<file path="config.mk">
export PLATFORM = sky130hd
export DESIGN_NAME = scan_polar_to_cartesian
export DESIGN_NICKNAME = d
export VERILOG_FILES = /design/src/rtl/p2c_pkg.sv /design/src/rtl/p2c_scan_track.sv /design/src/rtl/p2c_cordic.sv /design/src/rtl/scan_polar_to_cartesian.sv
export SDC_FILE = /design/constraint.sdc
export NUM_CORES = 2
export LEC_CHECK = 0
export BUFFER_PORTS_ARGS = -buffer_cell sky130_fd_sc_hd__buf_2
export CAP_MARGIN = 10
export CORE_MARGIN = 2
export CORE_UTILIZATION = 40
export DETAILED_ROUTE_END_ITERATION = 8
export GPL_TIMING_DRIVEN = 0
export PLACE_DENSITY = 0.65
export SLEW_MARGIN = 20
export SYNTH_ARGS = -nofsm -noshare
export SYNTH_HDL_FRONTEND = slang
export SYNTH_SLANG_ARGS = --single-unit
</file>
<file path="constraint.sdc">
create_clock -name clk -period 17.6 [get_ports clk]
set_input_delay 2.64 -clock clk [delete_from_list [all_inputs] [get_ports clk]]
set_output_delay 2.64 -clock clk [all_outputs]
set_load 0.01 [all_outputs]
</file>
<file path="src/rtl/p2c_pkg.sv">
// ---------------------------------------------------------------------------
// p2c_pkg
// Types, constants and helper functions of the scan polar-to-Cartesian block.
// ---------------------------------------------------------------------------
package p2c_pkg;

	localparam int CFG_W      = 16;
	localparam int CFG_IDX_W  = 1;
	localparam logic [CFG_IDX_W-1:0] REG_START_ANGLE = 1'd0;
	localparam logic [CFG_IDX_W-1:0] REG_ANGLE_STEP  = 1'd1;

	localparam int COORD_W    = 17;
	localparam int SCAN_W     = 32;
	localparam int GUARD_BITS = 16;
	localparam int OUT_LIMIT  = 65535;
	localparam int M_DATA_W   = 72;   // x, y, scan number, padded to bytes

	localparam int ARC_LEN    = 24;
	localparam int ARC_IDX_W  = 5;
	localparam int Z_W        = 34;

	// atan(2^-i) as 32-bit binary angles, truncated
	localparam logic [31:0] ARC_TABLE [ARC_LEN] = '{
		32'h20000000, 32'h12E4051D, 32'h09FB385B, 32'h051111D4,
		32'h028B0D43, 32'h0145D7E1, 32'h00A2F61E, 32'h00517C55,
		32'h0028BE53, 32'h00145F2E, 32'h000A2F98, 32'h000517CC,
		32'h00028BE6, 32'h000145F3, 32'h0000A2F9, 32'h0000517C,
		32'h000028BE, 32'h0000145F, 32'h00000A2F, 32'h00000517,
		32'h0000028B, 32'h00000145, 32'h000000A2, 32'h00000051
	};

	typedef struct packed {
		logic busy;
		logic done;
	} cordic_stat_t;

	// CORDIC gain correction in Q0.32, worked out at elaboration
	function automatic logic [31:0] gain_q32(input int steps);
		logic [63:0] p;
		logic [63:0] v;
		logic [63:0] res;
		logic [63:0] b;
		logic [63:0] rem;
		logic [63:0] q;
		int k;
		p = 64'd1 << 60;
		for (k = 0; k < steps; k++) begin
			p = p + (p >> (2 * k));
		end
		// integer square root, bit by bit
		v   = p;
		res = '0;
		b   = 64'd1 << 62;
		for (k = 0; k < 32; k++) begin
			if (b > v) begin
				b = b >> 2;
			end
		end
		for (k = 0; k < 32; k++) begin
			if (b != 0) begin
				if (v >= res + b) begin
					v   = v - (res + b);
					res = (res >> 1) + b;
				end else begin
					res = res >> 1;
				end
				b = b >> 2;
			end
		end
		// restoring long division of 2^62 by the root
		rem = '0;
		q   = '0;
		for (k = 62; k >= 0; k--) begin
			rem = {rem[62:0], (k == 62) ? 1'b1 : 1'b0};
			if (rem >= res) begin
				rem  = rem - res;
				q[k] = 1'b1;
			end
		end
		return q[31:0];
	endfunction

	// round half up at the guard bits, then clamp to the output range
	function automatic logic [COORD_W-1:0] round_sat(input logic signed [63:0] v);
		logic signed [63:0] r;
		r = (v + (64'sd1 <<< (GUARD_BITS - 1))) >>> GUARD_BITS;
		if (r > 64'(OUT_LIMIT)) begin
			r = 64'(OUT_LIMIT);
		end else if (r < -64'(OUT_LIMIT)) begin
			r = -64'(OUT_LIMIT);
		end
		return r[COORD_W-1:0];
	endfunction

endpackage

</file>
<file path="src/rtl/p2c_scan_track.sv">
// ---------------------------------------------------------------------------
// p2c_scan_track
// Configuration registers, running sample angle and scan counter.
// ---------------------------------------------------------------------------
module p2c_scan_track #(
	parameter int ANGLE_BITS = 16
) (
	input  logic                          clk,
	input  logic                          arst_n,
	input  logic                          cfg_we,
	input  logic [p2c_pkg::CFG_IDX_W-1:0] cfg_index,
	input  logic [p2c_pkg::CFG_W-1:0]     cfg_wdata,
	input  logic                          take,       // item accepted
	input  logic                          take_last,  // accepted item closes its scan
	output logic [ANGLE_BITS-1:0]         cur_angle,
	output logic [p2c_pkg::SCAN_W-1:0]    cur_scan
);

	logic [p2c_pkg::CFG_W-1:0]  start_angle_q;
	logic [p2c_pkg::CFG_W-1:0]  angle_step_q;
	logic [ANGLE_BITS-1:0]      next_angle_q;
	logic                       at_start_q;
	logic [p2c_pkg::SCAN_W-1:0] scan_count_q;
	logic signed [31:0]         start_ext;
	logic signed [31:0]         step_ext;

	assign start_ext = 32'(signed'(start_angle_q));
	assign step_ext  = 32'(signed'(angle_step_q));

	assign cur_angle = at_start_q ? start_ext[ANGLE_BITS-1:0] : next_angle_q;
	assign cur_scan  = at_start_q ? scan_count_q + 1'b1 : scan_count_q;

	always_ff @(posedge clk or negedge arst_n) begin
		if (!arst_n) begin
			start_angle_q <= '0;
			angle_step_q  <= '0;
		end else if (cfg_we) begin
			unique case (cfg_index)
				p2c_pkg::REG_START_ANGLE: start_angle_q <= cfg_wdata;
				p2c_pkg::REG_ANGLE_STEP:  angle_step_q  <= cfg_wdata;
				default: ;
			endcase
		end
	end

	always_ff @(posedge clk or negedge arst_n) begin
		if (!arst_n) begin
			next_angle_q <= '0;
			at_start_q   <= 1'b1;
			scan_count_q <= '0;
		end else if (take) begin
			next_angle_q <= cur_angle + step_ext[ANGLE_BITS-1:0];
			at_start_q   <= take_last;
			scan_count_q <= cur_scan;
		end
	end

endmodule

</file>
<file path="src/rtl/p2c_cordic.sv">
// ---------------------------------------------------------------------------
// p2c_cordic
// Iterative rotation unit: gain-corrected start vector, quadrant fold, then
// one micro-rotation a cycle through a shared shift-and-add datapath.
// ---------------------------------------------------------------------------
module p2c_cordic #(
	parameter int ROTATION_STEPS = 16,
	parameter int RANGE_BITS     = 16,
	parameter int ANGLE_BITS     = 16
) (
	input  logic                          clk,
	input  logic                          arst_n,
	input  logic                          start,
	input  logic [RANGE_BITS-1:0]         range_in,
	input  logic [ANGLE_BITS-1:0]         angle_in,
	input  logic                          ack,        // result taken in DONE
	output p2c_pkg::cordic_stat_t         stat,
	output logic signed [RANGE_BITS+18:0] x_out,
	output logic signed [RANGE_BITS+18:0] y_out
);

	localparam int XW = RANGE_BITS + 19;
	localparam logic [31:0] GAIN = p2c_pkg::gain_q32(ROTATION_STEPS);
	localparam logic [p2c_pkg::ARC_IDX_W-1:0] LAST_IT =
		p2c_pkg::ARC_IDX_W'(ROTATION_STEPS - 1);

	localparam logic [1:0] ST_IDLE = 2'd0;
	localparam logic [1:0] ST_MUL  = 2'd1;
	localparam logic [1:0] ST_ROT  = 2'd2;
	localparam logic [1:0] ST_DONE = 2'd3;

	logic [1:0]                        state_q;
	logic [p2c_pkg::ARC_IDX_W-1:0]     it_q;
	logic [RANGE_BITS-1:0]             range_q;
	logic [31:0]                       theta_q;
	logic signed [XW-1:0]              x_q;
	logic signed [XW-1:0]              y_q;
	logic signed [p2c_pkg::Z_W-1:0]    z_q;

	logic [31:0]                       theta_in;
	logic                              fold;
	logic [RANGE_BITS+31:0]            prod;
	logic signed [XW-1:0]              x0;
	logic signed [XW-1:0]              dx;
	logic signed [XW-1:0]              dy;
	logic signed [p2c_pkg::Z_W-1:0]    arc;

	assign theta_in = 32'(angle_in) << (32 - ANGLE_BITS);
	// second and third quadrant: rotate by pi and negate the start vector
	assign fold     = theta_q[31] ^ theta_q[30];
	assign prod     = (RANGE_BITS + 32)'(range_q) * (RANGE_BITS + 32)'(GAIN);
	assign x0       = $signed({3'b000, prod[RANGE_BITS+31:p2c_pkg::GUARD_BITS]});
	assign dx       = y_q >>> it_q;
	assign dy       = x_q >>> it_q;
	assign arc      = $signed(p2c_pkg::Z_W'(p2c_pkg::ARC_TABLE[it_q]));

	always_ff @(posedge clk or negedge arst_n) begin
		if (!arst_n) begin
			state_q <= ST_IDLE;
			it_q    <= '0;
		end else begin
			unique case (state_q)
				ST_IDLE: begin
					if (start) begin
						state_q <= ST_MUL;
					end
				end
				ST_MUL: begin
					state_q <= ST_ROT;
					it_q    <= '0;
				end
				ST_ROT: begin
					if (it_q == LAST_IT) begin
						state_q <= ST_DONE;
					end else begin
						it_q <= it_q + 1'b1;
					end
				end
				ST_DONE: begin
					if (ack) begin
						state_q <= ST_IDLE;
					end
				end
				default: state_q <= ST_IDLE;
			endcase
		end
	end

	always_ff @(posedge clk) begin
		if (state_q == ST_IDLE && start) begin
			range_q <= range_in;
			theta_q <= theta_in;
		end
		if (state_q == ST_MUL) begin
			x_q <= fold ? -x0 : x0;
			y_q <= '0;
			z_q <= p2c_pkg::Z_W'(signed'({~theta_q[31] ^ theta_q[30] ? theta_q[31] : ~theta_q[31],
				theta_q[30:0]}));
		end else if (state_q == ST_ROT) begin
			if (!z_q[p2c_pkg::Z_W-1]) begin
				x_q <= x_q - dx;
				y_q <= y_q + dy;
				z_q <= z_q - arc;
			end else begin
				x_q <= x_q + dx;
				y_q <= y_q - dy;
				z_q <= z_q + arc;
			end
		end
	end

	assign stat.busy = (state_q != ST_IDLE);
	assign stat.done = (state_q == ST_DONE);
	assign x_out     = x_q;
	assign y_out     = y_q;

endmodule

</file>
<file path="src/rtl/scan_polar_to_cartesian.sv">
// ---------------------------------------------------------------------------
// scan_polar_to_cartesian
// Converts laser scan range samples to Cartesian points with an iterative
// gain-corrected CORDIC; tracks sample angle and scan number.
// ---------------------------------------------------------------------------
//  channel   signals                        carries
//  s_*       s_tvalid s_tready s_tdata      range_sample; s_tlast = scan_end
//  m_*       m_tvalid m_tready m_tdata      point_x, point_y, scan_number;
//                                           m_tlast = final_point
//  cfg_*     cfg_we cfg_index cfg_wdata     0 start_angle, 1 angle_step
//
//  An item passes through load, gain multiply, one CORDIC micro-rotation per
//  cycle, then the output register. s_tready is high only while the rotation
//  unit is free; a new item is taken while a finished point still waits on
//  m_*, and the unit holds its result until the output register is free.
//  Reset clears scan state and configuration registers.
// ---------------------------------------------------------------------------
module scan_polar_to_cartesian #(
	parameter int ROTATION_STEPS = 16,
	parameter int RANGE_BITS     = 16,
	parameter int ANGLE_BITS     = 16
) (
	input  logic                          clk,
	input  logic                          arst_n,
	input  logic                          s_tvalid,
	output logic                          s_tready,
	input  logic [((RANGE_BITS+7)/8)*8-1:0] s_tdata,  // [RANGE_BITS-1:0] range_sample
	input  logic                          s_tlast,
	output logic                          m_tvalid,
	input  logic                          m_tready,
	output logic [p2c_pkg::M_DATA_W-1:0]  m_tdata,    // point_x, point_y, scan_number
	output logic                          m_tlast,
	input  logic                          cfg_we,
	input  logic [p2c_pkg::CFG_IDX_W-1:0] cfg_index,
	input  logic [p2c_pkg::CFG_W-1:0]     cfg_wdata
);

	localparam int XW = RANGE_BITS + 19;
	localparam int PAD_W = p2c_pkg::M_DATA_W - 2 * p2c_pkg::COORD_W - p2c_pkg::SCAN_W;

	p2c_pkg::cordic_stat_t              stat;
	logic                               take;
	logic                               ack;
	logic [ANGLE_BITS-1:0]              cur_angle;
	logic [p2c_pkg::SCAN_W-1:0]         cur_scan;
	logic signed [XW-1:0]               x_raw;
	logic signed [XW-1:0]               y_raw;

	logic [p2c_pkg::SCAN_W-1:0]         scan_q;
	logic                               last_q;
	logic                               out_valid_q;
	logic [p2c_pkg::COORD_W-1:0]        out_x_q;
	logic [p2c_pkg::COORD_W-1:0]        out_y_q;
	logic [p2c_pkg::SCAN_W-1:0]         out_scan_q;
	logic                               out_last_q;

	assign s_tready = !stat.busy;
	assign take     = s_tvalid && s_tready;
	assign ack      = stat.done && (!out_valid_q || m_tready);

	p2c_scan_track #(
		.ANGLE_BITS(ANGLE_BITS)
	) u_track (
		.clk       (clk),
		.arst_n    (arst_n),
		.cfg_we    (cfg_we),
		.cfg_index (cfg_index),
		.cfg_wdata (cfg_wdata),
		.take      (take),
		.take_last (s_tlast),
		.cur_angle (cur_angle),
		.cur_scan  (cur_scan)
	);

	p2c_cordic #(
		.ROTATION_STEPS(ROTATION_STEPS),
		.RANGE_BITS    (RANGE_BITS),
		.ANGLE_BITS    (ANGLE_BITS)
	) u_cordic (
		.clk      (clk),
		.arst_n   (arst_n),
		.start    (take),
		.range_in (s_tdata[RANGE_BITS-1:0]),
		.angle_in (cur_angle),
		.ack      (ack),
		.stat     (stat),
		.x_out    (x_raw),
		.y_out    (y_raw)
	);

	// item tags ride alongside the rotation
	always_ff @(posedge clk) begin
		if (take) begin
			scan_q <= cur_scan;
			last_q <= s_tlast;
		end
		if (ack) begin
			out_x_q    <= p2c_pkg::round_sat(64'(x_raw));
			out_y_q    <= p2c_pkg::round_sat(64'(y_raw));
			out_scan_q <= scan_q;
			out_last_q <= last_q;
		end
	end

	always_ff @(posedge clk or negedge arst_n) begin
		if (!arst_n) begin
			out_valid_q <= 1'b0;
		end else if (ack) begin
			out_valid_q <= 1'b1;
		end else if (m_tready) begin
			out_valid_q <= 1'b0;
		end
	end

	assign m_tvalid = out_valid_q;
	assign m_tdata  = {{PAD_W{1'b0}}, out_scan_q, out_y_q, out_x_q};
	assign m_tlast  = out_last_q;

endmodule

</file>
==> impl_metrics.yaml <==
worst_setup_path:
  crit_required_ns: 17.95
  cp.arrival_ns: 9.54
  endpoint_kind: "flip-flop"
  r2r_start: "u_cordic.range_q[13]$_DFFE_PP_"
  slowest_stage: "edfxtp_1"
  critPathMaxStageDelay_ns: 0.62
  start_kind: "flip-flop"
  worstPathMaxFanout: 9
  r2r_cells: 26
  path_class: "reg2reg"
  reg2reg_to: "u_cordic.x_out[34]$_DFFE_PP_"
  critPathBufInv: 6
  cp_top_family: "adder cells"
  cp.depth: 26
  r2r_slack_ns: 8.41
yosys:
  synth_top_area_frac: 0.1720
  syn_inst: 3747
  synth_common_cells: "inv_1, ha_1, nand2_1"
  synth_seq_cells: 325
  synthArstFlopShare: 0.2738
  synthTopCellsByArea: "edfxtp_1, ha_1, fa_1"
  ys.flop_type: "edfxtp_1"
  syn_area_mm2: 0.03509
  yosysTopAreaCell: "edfxtp_1"
  synth_most_common_cell: "inv_1"
  ys_seq_area_frac: 0.2555
  synth.avg_cell_area_um2: 9.365
  synth-edff-count: 201
  ys_types: 102
  ys_warn_count: 0
global_route:
  grt_pass1_vias: 28670
  grt_start_max_net_pins: 75
  overflow: 0
  antenna_found_initial: 2
  grt_pass1_wl_um: 178700
  grt_use_total: 0.2614
timing:
  clock.fmax_mhz: 108.8
  fin_crit_sh: 0.5222
  finalSetupViolCount: 0
  layout_min_cycle_time_ns: 9.191
  max_slew.worst_pin.slew_ns: 1.207
  finalSetupTns_ns: 0
  rsz0062_at_grt: "false"
  slew_viol_final: 0
  hold_viol: 0
  max_slew_margin: 0.1951
  skew_ns: 0.05151
floorplanning:
  dieWidth_um: 300.2
  initial_utilization: 0.4039
  core_region_area_mm2: 0.08689
  die_h_um: 300.2
  pin_count: 114
  dieArea_mm2: 0.09011
  num_rows: 108
drt:
  wl_per_cell_um: 23.34
  via_per_inst: 5.725
  route.detailed.drc: 0
  dr.pass1.iters: 5
  drt-initial-drc-count: 2389
  vias: 29160
  drtAntennaViolNets: 0
  finalWirelength_um: 118900
clocking:
  ctsHoldBuffers: 0
  htree_levels: 2
  cts_sinks: 325
  clock-root-buffer: "clkbuf_16"
  cts_resized: 0
  cts_tree: "built"
  clk_path_buf_depth: 3
  clkLatencyLatePin_ns: 0.62
  post_cts_buffers: 0
  clkTransAtPathRegs_ns: 0.07
  cts_made_buffers: 40
place:
  place_congestion: 1.040
  port_buffers: 107
  place_hpwl_um: 94520
finish:
  nets: 4427
  area_delta_synth_final_pct: 10.35
  drive_above_1_share: 0.1110
hold_path:
  whs_endpoint: "out_scan_q[31]$_DFFE_PP_"
  min_path_cells: 0
  hold_path_class: "reg2reg"
  worstHoldStart: "scan_q[31]$_DFFE_PP_"
job:
  cap_violations: 0
status:
  outcome: "completed"
## logic make-up (layout without fill, tap and decap cells)
kind of cell,Yosys count,after routing,share of synthesized area
simple gates,952,952,0.1289
compound gates,868,868,0.1582
buf+inv,553,739,0.06490
fa+ha+maj,482,482,0.2112
xor+xnor,340,340,0.08486
flops,325,325,0.2555
mux,226,226,0.09631
other cells,1,7,0.0001069
## stage by stage
stage / area (um2) / utilization / hold WS, ns / worst slack (ns) / std cells
CTS: 38710 / 0.4455 / 0.4144 / 8.427 / 5093
detailed placement: 37240 / 0.4286 / 0.4045 / 8.488 / 5019
finish: 38720 / 0.4457 / 0.4100 / 8.409 / 5094
global placement: 37090 / 0.4269 / 0.4009 / 8.526 / 5014
floorplan: 35110 / - / 0.4003 / 9.909 / 3752
global route: 38720 / 0.4457 / 0.4218 / 7.931 / 5094
## layer usage
metal,vias to the layer above,share of wire,GRT usage
li1,13640,-,-
met1,14280,0.44,0.3498
met2,1009,0.46,0.4290
met3,234,0.059,0.03375
met4,2,0.044,0.1044
met5,-,0.000093,0
## registers in the layout, indices dropped and copies added, names as in the netlist, 2 cells and up
| name | cells |
|---|---|
| out_scan_q | 32 |
| out_x_q | 17 |
| out_y_q | 17 |
| scan_q | 32 |
| u_cordic.it_q | 5 |
| u_cordic.range_q | 16 |
| u_cordic.state_q | 2 |
| u_cordic.theta_q | 16 |
| u_cordic.x_out | 35 |
| u_cordic.y_out | 35 |
| u_cordic.z_q | 34 |
| u_track.angle_step_q | 16 |
| u_track.next_angle_q | 16 |
| u_track.scan_count_q | 32 |
| u_track.start_angle_q | 16 |
## final cells by class
type | instances | area, um2
Clock inverter | 19 | 339.1
Sequential cell | 325 | 8965
Antenna cell | 1 | 2.502
Tap cell | 1155 | 1445
Clock buffer | 55 | 1129
Inverter | 363 | 1363
Multi-Input combinational cell | 2874 | 23900
Timing Repair Buffer | 112 | 656.9
Fill cell | 8390 | 48170
Buffer | 190 | 918.4
## cells in the final DEF (no fill, tap or decap), types with 57 or more instances in the layout
| cell type | synthesis | final |
|---|---|---|
| inv_1 | 358 | 358 |
| ha_1 | 298 | 297 |
| nand2_1 | 296 | 296 |
| nor2_1 | 263 | 263 |
| a21oi_1 | 245 | 245 |
| edfxtp_1 | 201 | 201 |
| o21ai_0 | 196 | 196 |
| xnor2_1 | 187 | 187 |
| fa_1 | 184 | 184 |
| xor2_1 | 153 | 153 |
| buf_2 | 30 | 136 |
| clkbuf_1 | 105 | 113 |
| dfrtp_1 | 88 | 88 |
| nand3_1 | 79 | 79 |
| a21o_1 | 77 | 77 |
| mux2_2 | 76 | 76 |
| mux4_2 | 75 | 75 |
| mux2i_1 | 68 | 67 |
| a31oi_1 | 61 | 61 |
| nor3_1 | 57 | 57 |
## worst reg2reg max path: cells and delay by family (launching register included)
family,cells,cell delay [ns]
xor+xnor,1,0.14
fa+ha+maj,7,3.36
compound gates,7,2.57
mux,1,0.42
simple gates,4,0.92
flops,1,0.62
buf+inv,6,0.90
## how the worst max path moves through the flow
stage	start	slack, ns	to
global placement	u_cordic.range_q[13]$_DFFE_PP_	8.53	u_cordic.x_out[34]$_DFFE_PP_
detailed placement	u_cordic.range_q[13]$_DFFE_PP_	8.49	u_cordic.x_out[34]$_DFFE_PP_
global route	u_cordic.range_q[13]$_DFFE_PP_	7.93	u_cordic.x_out[34]$_DFFE_PP_
finish	u_cordic.range_q[13]$_DFFE_PP_	8.41	u_cordic.x_out[34]$_DFFE_PP_
floorplan	u_cordic.range_q[13]$_DFFE_PP_	9.91	u_cordic.x_out[34]$_DFFE_PP_
CTS	u_cordic.range_q[13]$_DFFE_PP_	8.43	u_cordic.x_out[34]$_DFFE_PP_
Power is left out: the tool's default activity adds up to more than one toggle a clock period on the data nets, which glitch-free logic cannot reach.
